<file path="src/rtl/scbd_pkg.sv">
// scbd_pkg: shared types and constants of the string-control-byte record decoder
// used by scbd_ctrl, scbd_dp and scb_record_decoder; no dependencies

package scbd_pkg;

    // field widths
    localparam int BYTE_W  = 8;
    localparam int LEN_W   = 16;
    localparam int ACC_W   = 17;
    localparam int SEG_W   = 6;
    localparam int CNT_W   = 5;
    localparam int KIND_W  = 2;
    localparam int TDATA_W = BYTE_W + 2 * LEN_W;

    // register reset and fixed values
    localparam logic [LEN_W-1:0]  LIMIT_RESET = 16'd4096;
    localparam logic [LEN_W-1:0]  LEN_SAT     = 16'hFFFF;
    localparam logic [ACC_W-1:0]  ACC_MAX     = 17'h1FFFF;
    localparam logic [BYTE_W-1:0] BLANK_CHAR  = 8'h40;

    // control byte classes, by high nibble
    localparam logic [3:0] NIB_END       = 4'h0;
    localparam logic [3:0] NIB_ABORT     = 4'h4;
    localparam logic [3:0] NIB_BLANK_LO  = 4'h8;
    localparam logic [3:0] NIB_BLANK_HI  = 4'h9;
    localparam logic [3:0] NIB_REPEAT_LO = 4'hA;
    localparam logic [3:0] NIB_REPEAT_HI = 4'hB;
    localparam logic [3:0] NIB_COPY_LO   = 4'hC;
    localparam logic [3:0] NIB_COPY_HI   = 4'hF;

    // result kinds
    typedef enum logic [KIND_W-1:0] {
        KIND_DATA = 2'd0,
        KIND_DONE = 2'd1,
        KIND_FAIL = 2'd2
    } kind_t;

    // decoder phase within a record
    typedef enum logic [2:0] {
        PH_CTRL   = 3'b001,
        PH_REPEAT = 3'b010,
        PH_COPY   = 3'b100
    } phase_t;

    // controller to datapath
    typedef struct packed {
        logic accept;
        logic emit_data;
        logic emit_close;
    } cmd_t;

    // datapath to controller
    typedef struct packed {
        logic has_work;
        logic cnt_zero;
        logic cnt_one;
        logic close_pend;
        logic out_free;
    } sts_t;

endpackage

</file>
<file path="src/rtl/scb_record_decoder.sv">
// scb_record_decoder: top level of the string-control-byte record decoder
// instantiates scbd_ctrl and scbd_dp; depends on scbd_pkg
//
//  channel   dir  handshake          payload
//  s_        in   s_tvalid/s_tready  s_tdata = in_byte, s_tlast = in_last
//  m_        out  m_tvalid/m_tready  m_tdata = out_byte, rec_length, consumed;
//                                    m_tuser = kind, m_tlast = last
//  cfg_      in   cfg_we             cfg_wdata = out_limit
//
// a request is taken only while the sequencer is idle; a request that makes k results
// then sends them one by one through the single result register, and no other request
// is taken until its last result is sent; the last result of a request overlaps the next request
// reset (aresetn low, synchronous) clears record state and sets out_limit to 4096
// a stalled m_ side holds the result register and stops the sequencer

module scb_record_decoder
    import scbd_pkg::*;
(
    input  logic               aclk,
    input  logic               aresetn,
    input  logic               cfg_we,
    input  logic [LEN_W-1:0]   cfg_wdata,   // out_limit
    input  logic               s_tvalid,
    output logic               s_tready,
    input  logic [BYTE_W-1:0]  s_tdata,     // [7:0] in_byte
    input  logic               s_tlast,
    output logic               m_tvalid,
    input  logic               m_tready,
    output logic [TDATA_W-1:0] m_tdata,     // [7:0] out_byte, [23:8] rec_length,
                                            // [39:24] consumed
    output logic [KIND_W-1:0]  m_tuser,     // [1:0] kind
    output logic               m_tlast
);

    cmd_t cmd;
    sts_t sts;

    // sequencer
    scbd_ctrl u_ctrl (
        .aclk     (aclk),
        .aresetn  (aresetn),
        .s_tvalid (s_tvalid),
        .s_tready (s_tready),
        .sts      (sts),
        .cmd      (cmd)
    );

    // decode and result path
    scbd_dp u_dp (
        .aclk      (aclk),
        .aresetn   (aresetn),
        .cfg_we    (cfg_we),
        .cfg_wdata (cfg_wdata),
        .s_tdata   (s_tdata),
        .s_tlast   (s_tlast),
        .cmd       (cmd),
        .sts       (sts),
        .m_tvalid  (m_tvalid),
        .m_tready  (m_tready),
        .m_tdata   (m_tdata),
        .m_tuser   (m_tuser),
        .m_tlast   (m_tlast)
    );

endmodule

</file>
<file path="src/rtl/scbd_ctrl.sv">
// scbd_ctrl: sequencer of the record decoder; takes one request, then drives
// its results out one per cycle while the result register is free; depends on scbd_pkg

module scbd_ctrl
    import scbd_pkg::*;
(
    input  logic aclk,
    input  logic aresetn,
    input  logic s_tvalid,
    output logic s_tready,
    input  sts_t sts,
    output cmd_t cmd
);

    typedef enum logic [1:0] {
        S_IDLE = 2'b01,
        S_EMIT = 2'b10
    } state_t;

    state_t state_reg, state_next;

    // commands
    always_comb begin
        s_tready       = (state_reg == S_IDLE);
        cmd.accept     = s_tvalid && (state_reg == S_IDLE);
        cmd.emit_data  = (state_reg == S_EMIT) && sts.out_free && !sts.cnt_zero;
        cmd.emit_close = (state_reg == S_EMIT) && sts.out_free && sts.cnt_zero
                         && sts.close_pend;
    end

    // next state
    always_comb begin
        state_next = state_reg;
        case (state_reg)
            S_IDLE: begin
                if (cmd.accept && sts.has_work) begin
                    state_next = S_EMIT;
                end
            end
            S_EMIT: begin
                if (cmd.emit_data && sts.cnt_one && !sts.close_pend) begin
                    state_next = S_IDLE;
                end else if (cmd.emit_close) begin
                    state_next = S_IDLE;
                end else if (sts.cnt_zero && !sts.close_pend) begin
                    state_next = S_IDLE;
                end
            end
            default: state_next = S_IDLE;
        endcase
    end

    always_ff @(posedge aclk) begin
        if (!aresetn) begin
            state_reg <= S_IDLE;
        end else begin
            state_reg <= state_next;
        end
    end

    // emitting always has something left to send
    a_emit_has_work: assert property (@(posedge aclk) disable iff (!aresetn)
        state_reg == S_EMIT |-> (!sts.cnt_zero || sts.close_pend))
        else $error("emit state with no pending result");

    // the closing result is the final one of a request
    a_close_ends: assert property (@(posedge aclk) disable iff (!aresetn)
        cmd.emit_close |=> state_reg == S_IDLE)
        else $error("closing result did not end emission");

endmodule

</file>
<file path="src/rtl/scbd_dp.sv">
// scbd_dp: record state, control byte decode, length check and result register
// of the record decoder; depends on scbd_pkg

module scbd_dp
    import scbd_pkg::*;
(
    input  logic               aclk,
    input  logic               aresetn,
    input  logic               cfg_we,
    input  logic [LEN_W-1:0]   cfg_wdata,
    input  logic [BYTE_W-1:0]  s_tdata,
    input  logic               s_tlast,
    input  cmd_t               cmd,
    output sts_t               sts,
    output logic               m_tvalid,
    input  logic               m_tready,
    output logic [TDATA_W-1:0] m_tdata,
    output logic [KIND_W-1:0]  m_tuser,
    output logic               m_tlast
);

    // configuration and record state
    logic [LEN_W-1:0]  limit_reg;
    phase_t            phase_reg, phase_next;
    logic [SEG_W-1:0]  seg_reg, seg_next;
    logic              supp_reg, supp_next;
    logic              err_reg, err_next;
    logic [ACC_W-1:0]  len_reg, len_next;
    logic [LEN_W-1:0]  bcnt_reg, bcnt_inc;

    // pending job of the current request
    logic [CNT_W-1:0]  cnt_reg, job_cnt;
    logic [BYTE_W-1:0] dbyte_reg, job_byte;
    logic              cpend_reg, job_close;
    logic              cok_reg, job_ok;
    logic [LEN_W-1:0]  clen_reg, job_len;
    logic [LEN_W-1:0]  ccons_reg;

    // result register
    logic              ovalid_reg;
    kind_t             okind_reg;
    logic [BYTE_W-1:0] obyte_reg;
    logic [LEN_W-1:0]  olen_reg;
    logic [LEN_W-1:0]  ocons_reg;
    logic              olast_reg;

    // length accumulate
    logic [3:0]        nib;
    logic [SEG_W-1:0]  add_n;
    logic [ACC_W:0]    sum;
    logic [ACC_W-1:0]  len_sat;
    logic              supp_new;

    assign nib      = s_tdata[7:4];
    assign add_n    = nib[2] ? s_tdata[5:0] : {1'b0, s_tdata[4:0]};
    assign sum      = {1'b0, len_reg} + {{(ACC_W + 1 - SEG_W){1'b0}}, add_n};
    assign len_sat  = sum[ACC_W] ? ACC_MAX : sum[ACC_W-1:0];
    assign supp_new = len_sat > {1'b0, limit_reg};
    assign bcnt_inc = (bcnt_reg == LEN_SAT) ? bcnt_reg : bcnt_reg + 1'b1;

    // decode of one request
    always_comb begin
        phase_next = phase_reg;
        seg_next   = seg_reg;
        supp_next  = supp_reg;
        err_next   = err_reg;
        len_next   = len_reg;
        job_cnt    = '0;
        job_byte   = s_tdata;
        job_close  = 1'b0;
        job_ok     = 1'b0;
        case (phase_reg)
            PH_REPEAT: begin
                job_cnt    = supp_reg ? '0 : seg_reg[CNT_W-1:0];
                phase_next = PH_CTRL;
                seg_next   = '0;
            end
            PH_COPY: begin
                job_cnt  = supp_reg ? '0 : CNT_W'(1);
                seg_next = seg_reg - 1'b1;
                if (seg_next == '0) begin
                    phase_next = PH_CTRL;
                end
            end
            default: begin
                case (nib) inside
                    NIB_END: begin
                        job_close = 1'b1;
                        job_ok    = !err_reg;
                    end
                    NIB_ABORT: begin
                        job_close = 1'b1;
                    end
                    [NIB_BLANK_LO:NIB_BLANK_HI]: begin
                        len_next  = len_sat;
                        supp_next = supp_new;
                        err_next  = err_reg | supp_new;
                        job_cnt   = supp_new ? '0 : s_tdata[4:0];
                        job_byte  = BLANK_CHAR;
                    end
                    [NIB_REPEAT_LO:NIB_REPEAT_HI]: begin
                        len_next   = len_sat;
                        supp_next  = supp_new;
                        err_next   = err_reg | supp_new;
                        seg_next   = {1'b0, s_tdata[4:0]};
                        phase_next = PH_REPEAT;
                    end
                    [NIB_COPY_LO:NIB_COPY_HI]: begin
                        len_next   = len_sat;
                        supp_next  = supp_new;
                        err_next   = err_reg | supp_new;
                        seg_next   = s_tdata[5:0];
                        phase_next = (s_tdata[5:0] != '0) ? PH_COPY : PH_CTRL;
                    end
                    default: ;
                endcase
            end
        endcase
        // input ends before the record closed
        if (s_tlast && !job_close) begin
            job_close = 1'b1;
            job_ok    = 1'b0;
        end
        job_len = len_next[ACC_W-1] ? LEN_SAT : len_next[LEN_W-1:0];
    end

    // status
    always_comb begin
        sts.has_work   = (job_cnt != '0) || job_close;
        sts.cnt_zero   = (cnt_reg == '0);
        sts.cnt_one    = (cnt_reg == CNT_W'(1));
        sts.close_pend = cpend_reg;
        sts.out_free   = !ovalid_reg || m_tready;
    end

    // configuration register
    always_ff @(posedge aclk) begin
        if (!aresetn) begin
            limit_reg <= LIMIT_RESET;
        end else if (cfg_we) begin
            limit_reg <= cfg_wdata;
        end
    end

    // record state, cleared when a record closes
    always_ff @(posedge aclk) begin
        if (!aresetn) begin
            phase_reg <= PH_CTRL;
            seg_reg   <= '0;
            supp_reg  <= 1'b0;
            err_reg   <= 1'b0;
            len_reg   <= '0;
            bcnt_reg  <= '0;
        end else if (cmd.accept) begin
            if (job_close) begin
                phase_reg <= PH_CTRL;
                seg_reg   <= '0;
                supp_reg  <= 1'b0;
                err_reg   <= 1'b0;
                len_reg   <= '0;
                bcnt_reg  <= '0;
            end else begin
                phase_reg <= phase_next;
                seg_reg   <= seg_next;
                supp_reg  <= supp_next;
                err_reg   <= err_next;
                len_reg   <= len_next;
                bcnt_reg  <= bcnt_inc;
            end
        end
    end

    // pending job control
    always_ff @(posedge aclk) begin
        if (!aresetn) begin
            cnt_reg   <= '0;
            cpend_reg <= 1'b0;
        end else if (cmd.accept) begin
            cnt_reg   <= job_cnt;
            cpend_reg <= job_close;
        end else if (cmd.emit_data) begin
            cnt_reg <= cnt_reg - 1'b1;
        end else if (cmd.emit_close) begin
            cpend_reg <= 1'b0;
        end
    end

    // pending job payload
    always_ff @(posedge aclk) begin
        if (cmd.accept) begin
            dbyte_reg <= job_byte;
            cok_reg   <= job_ok;
            clen_reg  <= job_len;
            ccons_reg <= bcnt_inc;
        end
    end

    // result register valid
    always_ff @(posedge aclk) begin
        if (!aresetn) begin
            ovalid_reg <= 1'b0;
        end else if (cmd.emit_data || cmd.emit_close) begin
            ovalid_reg <= 1'b1;
        end else if (m_tready) begin
            ovalid_reg <= 1'b0;
        end
    end

    // result register payload
    always_ff @(posedge aclk) begin
        if (cmd.emit_data) begin
            okind_reg <= KIND_DATA;
            obyte_reg <= dbyte_reg;
            olen_reg  <= '0;
            ocons_reg <= '0;
            olast_reg <= (cnt_reg == CNT_W'(1)) && !cpend_reg;
        end else if (cmd.emit_close) begin
            okind_reg <= cok_reg ? KIND_DONE : KIND_FAIL;
            obyte_reg <= '0;
            olen_reg  <= clen_reg;
            ocons_reg <= ccons_reg;
            olast_reg <= 1'b1;
        end
    end

    assign m_tvalid = ovalid_reg;
    assign m_tdata  = {ocons_reg, olen_reg, obyte_reg};
    assign m_tuser  = okind_reg;
    assign m_tlast  = olast_reg;

    // a suppressed segment always marks the record failed
    a_supp_err: assert property (@(posedge aclk) disable iff (!aresetn)
        supp_reg |-> err_reg)
        else $error("suppress set without error flag");

    // a closing result is always the last of its request
    a_close_last: assert property (@(posedge aclk) disable iff (!aresetn)
        ovalid_reg && okind_reg != KIND_DATA |-> olast_reg)
        else $error("closing result without last");

    // closing a record restarts the consumed count
    a_close_clears: assert property (@(posedge aclk) disable iff (!aresetn)
        cmd.accept && job_close |=> bcnt_reg == '0 && phase_reg == PH_CTRL)
        else $error("record state not cleared on close");

endmodule

</file>
<file path="config.mk">
export PLATFORM = sky130hd
export DESIGN_NAME = scb_record_decoder
export DESIGN_NICKNAME = d
export VERILOG_FILES = /design/src/rtl/scbd_pkg.sv /design/src/rtl/scb_record_decoder.sv /design/src/rtl/scbd_ctrl.sv /design/src/rtl/scbd_dp.sv
export SDC_FILE = /design/constraint.sdc
export NUM_CORES = 1
export LEC_CHECK = 0
export BUFFER_PORTS_ARGS = -buffer_cell sky130_fd_sc_hd__buf_2
export CAP_MARGIN = 20
export CORE_ASPECT_RATIO = 1.2
export CORE_UTILIZATION = 35
export CTS_BUF_LIST = sky130_fd_sc_hd__clkbuf_4
export DETAILED_ROUTE_END_ITERATION = 8
export PLACE_DENSITY = 0.58
export SLEW_MARGIN = 20
export SYNTH_ARGS = -nofsm -noshare
export SYNTH_HDL_FRONTEND = slang
export SYNTH_SLANG_ARGS = --single-unit
</file>
<file path="constraint.sdc">
create_clock -name aclk -period 5.99 [get_ports aclk]
set_input_delay 1.198 -clock aclk [delete_from_list [all_inputs] [get_ports aclk]]
set_output_delay 1.198 -clock aclk [all_outputs]
set_load 0.01 [all_outputs]
</file>
* Yosys cells after proc, flatten, opt, wreduce, memory -nomap -nowiden *
Cells that the tools add are included.

cells by class
  magnitude comparators = 7
  muxes and demuxes = 73
  $add $sub $neg = 4
  bitwise operators = 2
  equality and inequality tests = 17
  reductions and logical operators = 40

operators with widths
  operator                                                   count
  two-way mux 17 bit                                         8
  two-way mux 8 bit                                          6
  two-way mux 6 bit                                          7
  two-way mux 5 bit                                          7
  two-way mux 16 bit                                         2
  two-way mux 1 bit                                          26
  two-way mux 3 bit                                          8
  adder 17 x 6 -> 18 bit                                     1
  > comparator 17 x 16 -> 1 bit                              1
  adder 16 x 1 -> 16 bit (second input constant)             1
  equality test 16 bit (second input constant)               1
  inequality test 4 x 3 -> 1 bit (second input constant)     4
  logical AND 1 bit                                          14
  greater-or-equal comparator 4 bit (second input constant)  3
  <= comparator 4 bit (second input constant)                3
  case mux 6 bit (2 select lines)                            1
  two-way mux 2 bit                                          5
  inequality test 2 x 1 -> 1 bit (second input constant)     5
  case mux 5 bit (2 select lines)                            1
  AND reduction 5 bit                                        2
  nonzero test 5 bit                                         2
  nonzero test 2 bit                                         4
  logical NOT 6 bit                                          1
  case mux 3 bit (2 select lines)                            1
  other kinds (22)                                           29

storage, ports and cells
  input port bits = 30
  output and inout port bits = 45
  register bits = 153

* Longest topological paths before layout *
Gate-level depths: netlist of run 1.

  depth in word-level cells = 14
  gate-level depth with buffers = 16
  gate-level depth less buffers = 15

* Cells and area by module *
From an unflattened synthesis of run 1, not the netlist that was laid out.

second synthesis, totals
  cell total of the unflattened synthesis = 839
  area, all modules = 7891.3 µm²

modules (own cells, without submodules)
  module     times used  area an instance (µm²)  cells each
  scbd_dp    1           7764.9                  826
  scbd_ctrl  1           126.4                   13

* Least setup slack after synthesis of run 1 *
Ideal clock, no wire load.

  path type = input to register
  start = in s_tdata[0]
  end = reg u_dp.cnt_reg[2]
  data arrival time = 4.736 ns
  required time = 5.895 ns
  buffers on the path = 0
  cell stages on the path = 14
  path slack = 1.159 ns
  cell sequence = ha_1 -> fa_1 -> a211oi_1 -> o21bai_1 -> a21oi_1 -> xor2_1 -> nand2_1 -> ha_1 -> a211oi_1 -> nor2_1 -> a2111o_1 -> a2111oi_4 -> o2111ai_1 -> a221oi_1

between the ends
  word-level cells in the longest chain between the ends = 10

RTL lines
  element                          line                      RTL
  start, declared                  scb_record_decoder.sv:25  input logic [BYTE_W-1:0] s_tdata,
  two-way mux 6 bit                scbd_dp.sv:55             assign add_n = nib[2] ? s_tdata[5:0] : {1'b0, s_tdata[4:0]};
  adder 17 x 6 -> 18 bit           scbd_dp.sv:56             assign sum = {1'b0, len_reg} + {{(ACC_W + 1 - SEG_W){1'b0}}, add_n};
  two-way mux 17 bit               scbd_dp.sv:57             assign len_sat = sum[ACC_W] ? ACC_MAX : sum[ACC_W-1:0];
  > comparator 17 x 16 -> 1 bit    scbd_dp.sv:58             assign supp_new = len_sat > {1'b0, limit_reg};
  two-way mux 5 bit                scbd_dp.sv:98             job_cnt = supp_new ? '0 : s_tdata[4:0];
  two-way mux 5 bit (3 in series)  scbd_dp.sv:86             case (nib) inside
  case mux 5 bit (2 select lines)  scbd_dp.sv:72             case (phase_reg)
  two-way mux 5 bit                scbd_dp.sv:178            end else if (cmd.accept) begin
  end signal, assigned             scbd_dp.sv:179            cnt_reg <= job_cnt;
  end signal, assigned             scbd_dp.sv:182            cnt_reg <= cnt_reg - 1'b1;
  end, declared                    scbd_dp.sv:32             logic [CNT_W-1:0] cnt_reg, job_cnt;

No other way between the ends.
A chain may end at the register's enable or synchronous reset.

* Worst setup path after layout of run 1 *
  start = in s_tdata[0]
  end = reg u_dp.cnt_reg[3]

The elaborated chain is that of the path after synthesis.

==> results of run 1 <==
==> cell type report <==
cell class,count,area [um^2]
inverters,36,135
repair buffers,83,438
clock buffers,17,128
flip-flops and latches,153,3560
fillers,2167,12600
diodes,1,2.50
multi-input cells,568,3680
clock inverters,15,163
well taps,270,338
==> layer usage <==
| layer | global-route usage [%] | part of all wire, % | up-vias |
|---|---|---|---|
| met5 | 0 | 0 | - |
| met4 | 5.76 | 1.8 | 0 |
| met3 | 3.39 | 4.3 | 31 |
| met2 | 28.7 | 48 | 160 |
| met1 | 22.4 | 46 | 2857 |
| li1 | - | - | 3063 |
==> cells by family (layout without fill, tap and decap cells) <==
| kind of cell | Yosys count | after routing | synth area share [%] |
|---|---|---|---|
| and+or+nand+nor | 262 | 262 | 17.1 |
| AOI/OAI and AO/OA | 227 | 227 | 20.4 |
| DFF | 153 | 153 | 47.2 |
| buffers and inverters | 77 | 151 | 4.18 |
| adders and majority gates | 29 | 29 | 4.91 |
| xor gates and xnor gates | 25 | 25 | 2.90 |
| muxes | 25 | 25 | 3.37 |
| other | 0 | 1 | 0 |
==> power groups by stage <==
stage / clock [W] / sequential, W / combinational (W)
2_1_floorplan: 0 / 0.00119 / 0.000176
4_1_cts: 0.000690 / 0.00117 / 0.000270
3_3_place_gp: 0 / 0.00119 / 0.000266
5_1_grt: 0.000722 / 0.00118 / 0.000299
6_report: 0.000663 / 0.00117 / 0.000269
3_5_place_dp: 0 / 0.00119 / 0.000269
==> worst paths after layout <==
check                    start           endpoint  cells after the start
min reg2reg  u_dp.clen_reg[12]  u_dp.olen_reg[12]                      1
max reg2reg    u_dp.len_reg[0]    u_dp.cnt_reg[3]                     15
max                 s_tdata[0]    u_dp.cnt_reg[3]                     16
min          u_dp.clen_reg[12]  u_dp.olen_reg[12]                      1
==> critical path, stage by stage <==
cell       delay, ps
buf_2            150
ha_1             250
fa_1             430
a211oi_1         260
buf_4            160
o21bai_1          70
a21oi_1          460
xor2_1           180
nand2_1           70
ha_1             320
a211oi_1         260
nor2_1            80
a2111o_1         420
a2111oi_4        610
o2111ai_1        170
a221oi_1         300
==> metrics by stage <==
step	setup WS, ps	std cells	cell area (um^2)	power (W)
after CTS	1190	1142	8440	0.00213
after global routing	866	1143	8450	0.00220
after detailed placement	573	1110	8150	0.00146
after global placement	633	1110	8150	0.00146
final	1120	1143	8450	0.00210
after floorplan	1160	798	7540	0.00137
==> layout by cell type, fill, tap and decap left out, types with 32 or more instances in the layout <==
| master | n |
|---|---|
| a21oi_1 | 50 |
| a22o_1 | 35 |
| buf_2 | 74 |
| dfxtp_1 | 103 |
| edfxtp_1 | 50 |
| inv_1 | 35 |
| nand2_1 | 72 |
| nand3_1 | 32 |
| nor2_1 | 59 |
| o21ai_0 | 40 |
==> PnR_summary.wiki, run 1 <==
{| class="wikitable"
! Metric !! Value
|-
| Status || completed
|-
| Drt pass-1 iters || 5
|-
| Total wire length after detailed routing || roughly 18000 um
|-
| Initial detailed-routing violation count || around 420
|-
| Reg-to-reg slack, setup || around 1600 ps
|-
| Count of vias placed by the detailed router || a little over 6000
|-
| DR DRC count || 0
|-
| Transition time of the tightest slew-check pin || around 1000 ps
|-
| H-Tree Level Count || 4
|-
| Standby leakage power || approximately 3.3 nW
|-
| # hold bufs at CTS || 0
|-
| Clock slew seen by the registers of the worst setup and hold paths || ~140 ps
|-
| Worst Path Arrival || approximately 5400 ps
|-
| Number of flip-flops under the largest register name || 17
|-
| Most instantiated cells after synthesis || dfxtp_1 (103), nand2_1 (72), nor2_1 (61)
|-
| Slew Limit Headroom || a little under a third
|-
| Final nets || slightly above 900
|-
| Number of enable flip-flop cells after synthesis || 50
|-
| Pwr dens || about 250 nW/um^2
|-
| Sequential element share of the synthesized area || 47.2%
|-
| Net switching power || about 0.0006 W
|-
| Mean area per synthesized cell || 9.45 um^2
|-
| Net Sw Frac || a little under 30%
|-
| Setup bufs post-CTS || 0
|-
| Port Buf Inserts || 74
|-
| Critical path required time || roughly 6500 ps
|-
| GR Util All Layers || between 10% and 20%
|-
| Library cell with the highest instance count after synthesis || dfxtp_1
|-
| End-of-flow core utilization || about two fifths
|-
| Proportion of register bits with asynchronous set or reset after synthesis || 0%
|-
| Relative contribution of combinational cells to total power || ~13%
|-
| Final period util || around four fifths
|-
| Post-Syn Area || roughly 7500 um^2
|-
| Number of top-level design ports || 75
|-
| Area leader, netlist || dfxtp_1
|-
| Routability congestion estimate from global placement || just under 0.9
|-
| Sum of net half-perimeters after detailed placement || ~13000 um
|-
| Post-layout min period || just under 5000 ps
|-
| Via count of the first global-routing pass || 5717
|-
| Via density per instance || 5.35
|-
| Startpoint type of the worst setup path || input pin
|-
| Antenna violations before repair || 1
|-
| First-pass GRT wire length || 29800 um
|-
| Net Count, Synth || 857
|-
| Clock sinks || 153
|-
| Critical path capture point type || register
|-
| Top cell type's share of synthesized area || 27.3%
|-
| Power share of the clock group || about a third
|-
| Overall overflow remaining after global route || 0
|-
| CTS-repair resized insts || 0
|-
| Signed area change from the synthesized netlist to the final layout || 12.0%
|-
| Post-synth cell types || roughly 70
|-
| Setup total negative slack || 0 ps
|-
| Worst Path Class, Setup || input pin to register
|-
| Synthesized netlist cell count || between 700 and 800
|-
| Hold WC Path Type || register to register
|-
| Number of violations of the max-capacitance limit || 0
|-
| Prevailing post-synth register cell || dfxtp_1
|-
| Seq cells post-synth || roughly 150
|-
| CTS tree || yes
|-
| Synthesis warning total || 0
|-
| Horizontal die dimension || about 140 um
|-
| Fraction of power consumed by sequential logic || approximately 56%
|-
| Ranking of synthesized cells by area || dfxtp_1 (27%), edfxtp_1 (20%), ha_1 (4.6%)
|-
| Die Y || roughly 160 um
|-
| Cell internal power dissipation || roughly 0.0015 W
|-
| Worst setup skew after layout || between 10 and 15 ps
|-
| Count of endpoints failing setup in the final report || 0
|-
| DRT antenna net count || 0
|-
| Unrepaired setup endpoints after global routing || false
|-
| Final Slew Violations || 0
|-
| Num CTS Buffers || 17
|-
| Initial cell density of the core || between 30 and 40%
|-
| Share of cells above drive strength 1 || about 15%
|-
| Final Hold Vio Count || 0
|-
| Largest voltage drop on the vdd net || 0.131 mV
|-
| CTS Root Buffer Type || clkbuf_4
|-
| Clock insertion delay at the later pin of the skew report || 570 ps
|-
| Count of standard-cell rows || 58
|-
| Overall die area || 22100 um^2
|-
| Max Fclk || just over 200 MHz
|-
| Worst-case clock buffer depth || 2
|-
| Core footprint || 21000 um^2
|-
| Maximum number of pins on one net before global-route repair || 37
|-
| Maximum fanout count along the critical path || 7
|-
| Routed len/inst || between 15 and 20 um
|-
| Hold WS || 474 ps
|}
(Power assumes the default switching activity.)
==> run 2: changes to the inputs <==
- PLACE_DENSITY: 0.58 -> 0.6
- clock period: 5.99 -> 4.2 ns (I/O delays scaled with it)
==> PnR_summary.wiki, run 2 (synthesis gave the netlist of run 1 again) <==
{| class="wikitable"
! Metric !! Value
|-
| Status || completed (unchanged)
|-
| Met3 WL post-DR || 737 um (was 783 um)
|-
| Clock sinks || 153 (unchanged)
|-
| Number of violations of the max-capacitance limit || 0 (unchanged)
|-
| Number of flip-flops under the largest register name || 17 (unchanged)
|-
| Critical path required time || 4680 ps (was 6480 ps)
|-
| Final Slew Violations || 0 (unchanged)
|-
| Count of endpoints failing setup in the final report || 0 (unchanged)
|-
| List of cells traversed by the critical path || buf_2 > ha_1 > fa_1 > a211oi_2 > buf_4 > nor3_1 > o21ai_1 > xnor2_1 > or2_2 > ha_1 > a211o_1 > o211ai_1 > a21oi_1 > a2111oi_4 > buf_4 > o2111ai_1 > a221oi_2 (was buf_2 > ha_1 > fa_1 > a211oi_1 > buf_4 > o21bai_1 > a21oi_1 > xor2_1 > nand2_1 > ha_1 > a211oi_1 > nor2_1 > a2111o_1 > a2111oi_4 > o2111ai_1 > a221oi_1)
|-
| Die Y || 163 um (unchanged)
|-
| First-pass GRT wire length || 30600 um (was 29800 um)
|-
| Count of vias placed by the detailed router || 6221 (was 6111)
|-
| Clock slew seen by the registers of the worst setup and hold paths || 150 ps (was 140 ps)
|-
| Library cell contributing the largest single delay on the critical path || fa_1 (was a2111oi_4)
|-
| Reg2reg end || u_dp.cnt_reg[2] (was u_dp.cnt_reg[3])
|-
| Fill cell count || 2159 (was 2167)
|-
| Hold WC Path Type || register to register (unchanged)
|-
| Max Fclk || 251 MHz
|-
| Maximum number of pins on one net before global-route repair || 43 (was 37)
|-
| R2r startpoint || u_dp.len_reg[0] (unchanged)
|-
| Overall overflow remaining after global route || 0 (unchanged)
|-
| Setup total negative slack || 0 ps (unchanged)
|-
| Transition time of the tightest slew-check pin || 769 ps (was 1030 ps)
|-
| Signed area change from the synthesized netlist to the final layout || 17.3% (was 12.0%)
|-
| CTS tree || yes (unchanged)
|-
| H-Tree Level Count || 4 (unchanged)
|-
| Clock insertion delay at the later pin of the skew report || 580 ps (was 570 ps)
|-
| Antenna violations before repair || 1 (unchanged)
|-
| Num CTS Buffers || 17 (unchanged)
|-
| Relative contribution of combinational cells to total power || 13.2% (was 12.8%)
|-
| Detailed-routed wire length on met2 || 8900 um (was 8740 um)
|-
| Wl on met1 || 8580 um (was 8530 um)
|-
| # hold bufs at CTS || 0 (unchanged)
|-
| GR Util All Layers || 17.7% (was 17.3%)
|-
| Cell depth of the worst flop-to-flop path || 16 (was 15)
|-
| Total wire length after detailed routing || 18700 um (was 18400 um)
|-
| Final cell area excluding filler cells || 8850 um^2 (was 8450 um^2)
|-
| Highest-count cells in the layout ignoring fill and taps || dfxtp_1 (103), buf_2 (74), nand2_1 (72) (unchanged)
|-
| Port Buf Inserts || 74 (unchanged)
|-
| Initial detailed-routing violation count || 387 (was 415)
|-
| Routability congestion estimate from global placement || 0.852 (was 0.884)
|-
| Via count of the first global-routing pass || 6071 (was 5717)
|-
| Share of cells above drive strength 1 || 19.3% (was 14.7%)
|-
| Via density per instance || 5.22 (was 5.35)
|-
| WHS Path Cells || 1 (unchanged)
|-
| Startpoint type of the worst setup path || input pin (unchanged)
|-
| Net switching power || 0.000883 W (was 0.000608 W)
|-
| Final period util || 95.0%
|-
| Start point of the critical path || s_tdata[0] (unchanged)
|-
| Worst-case clock buffer depth || 2 (unchanged)
|-
| CTS Root Buffer Type || clkbuf_4 (unchanged)
|-
| Last element of the critical path || u_dp.cnt_reg[2] (was u_dp.cnt_reg[3])
|-
| Routed len/inst || 15.7 um (was 16.1 um)
|-
| Cell internal power dissipation || 0.00222 W (was 0.00149 W)
|-
| Hold Startpoint || u_dp.clen_reg[13] (was u_dp.clen_reg[12])
|-
| Number of top-level design ports || 75 (unchanged)
|-
| Count of standard-cell rows || 58 (unchanged)
|-
| Initial cell density of the core || 35.8% (unchanged)
|-
| Worst Path Class, Setup || input pin to register (unchanged)
|-
| Overall die area || 22100 um^2 (unchanged)
|-
| DRT antenna net count || 0 (unchanged)
|-
| Standby leakage power || 3.55 nW (was 3.30 nW)
|-
| Worst setup skew after layout || 30.4 ps (was 11.3 ps)
|-
| Fraction of power consumed by sequential logic || 53.7% (was 55.7%)
|-
| Reg-to-reg slack, setup || 260 ps (was 1570 ps)
|-
| CP max stage delay || 410 ps (was 610 ps)
|-
| DR DRC count || 0 (unchanged)
|-
| Pwr dens || 351 nW/um^2 (was 249 nW/um^2)
|-
| Slew Limit Headroom || 48.7% (was 31.0%)
|-
| Unrepaired setup endpoints after global routing || false (unchanged)
|-
| Power share of the clock group || 33.1% (was 31.6%)
|-
| Total Power Consumption || 0.00311 W (was 0.00210 W)
|-
| Cell Area, Placed || 8520 um^2 (was 8150 um^2)
|-
| Largest voltage drop on the vdd net || 0.163 mV (was 0.131 mV)
|-
| Final nets || 967 (was 918)
|-
| Critical path capture point type || register (unchanged)
|-
| Horizontal die dimension || 136 um (unchanged)
|-
| Most common cell after layout, fill and taps aside || dfxtp_1 (unchanged)
|-
| Net Sw Frac || 28.4% (was 29.0%)
|-
| Worst Path Arrival || 4470 ps (was 5370 ps)
|-
| Post-layout min period || around 4000 ps
|-
| Top sig layer || met4 (unchanged)
|-
| Core footprint || 21000 um^2 (unchanged)
|-
| Drt pass-1 iters || 5 (unchanged)
|-
| Maximum fanout count along the critical path || 5 (was 7)
|-
| Sum of net half-perimeters after detailed placement || 13800 um (was 13200 um)
|-
| Final Hold Vio Count || 0 (unchanged)
|}
## run 2: changes by cell type in the layout (fill, tap and decap cells not counted), sizes merged
cell | before | now
buf | 83 | 132
clkinv | 4 | 1
bufinv | 2 | 3
clkbuf | 17 | 18
clkinvlp | 2 | 3
## run 2: final cells by class
cell class	instances	area (um^2)	share of cell area, %
sequential	153	3560	40.3
multi-input combinational	568	3680	41.6
antenna	1	2.50	0.0283
timing repair buffer	132	806	9.11
clock buffer	18	135	1.53
clock inverter	14	185	2.09
tap	270	338	3.82
inverter	36	135	1.53
## run 2: power by group through the flow
stage	Combinational, W	Sequential (W)	Clock (W)
after floorplan	0.000251	0.00170	0
after global placement	0.000407	0.00170	0
after detailed placement	0.000410	0.00170	0
after CTS	0.000412	0.00167	0.00106
after global routing	0.000458	0.00168	0.00111
final	0.000410	0.00167	0.00103
## run 2: routing by layer
metal	vias to the layer above	GRT usage (%)
met1	2896	22.8
met3	36	3.33
met5	-	0
li1	3157	-
met4	0	7.32
met2	132	28.8
## run 2: timing repair
action,CTS,global route
buffers inserted,0,0
setup endpoints to repair,0,1
resized for setup,0,1
## run 2: how the worst min path moves through the flow
stage / to
4_1_cts: u_dp.limit_reg[12]
3_3_place_gp: u_dp.ocons_reg[9]
3_5_place_dp: u_dp.ocons_reg[11]
6_report: u_dp.olen_reg[13]
5_1_grt: u_dp.limit_reg[9]
2_1_floorplan: u_dp.ocons_reg[0]
## run 2: through the flow
stage                     cells  hold WS [ps]  worst slack, ps  util [%]
after floorplan             798           442             8.14         -
after CTS                  1191           433              251      42.0
after detailed placement   1159           452             -387      40.5
final                      1192           466              212      42.1
after global placement     1159           444             -304      40.5
after global routing       1192           471             4.57      42.1
## run 2: worst max-delay path: cells and delay by family
kind | cells | cell delay (ps)
buffers and inverters | 3 | 500
adders and majority gates | 3 | 920
and+or+nand+nor | 2 | 350
AOI/OAI and AO/OA | 8 | 1730
xor gates and xnor gates | 1 | 110
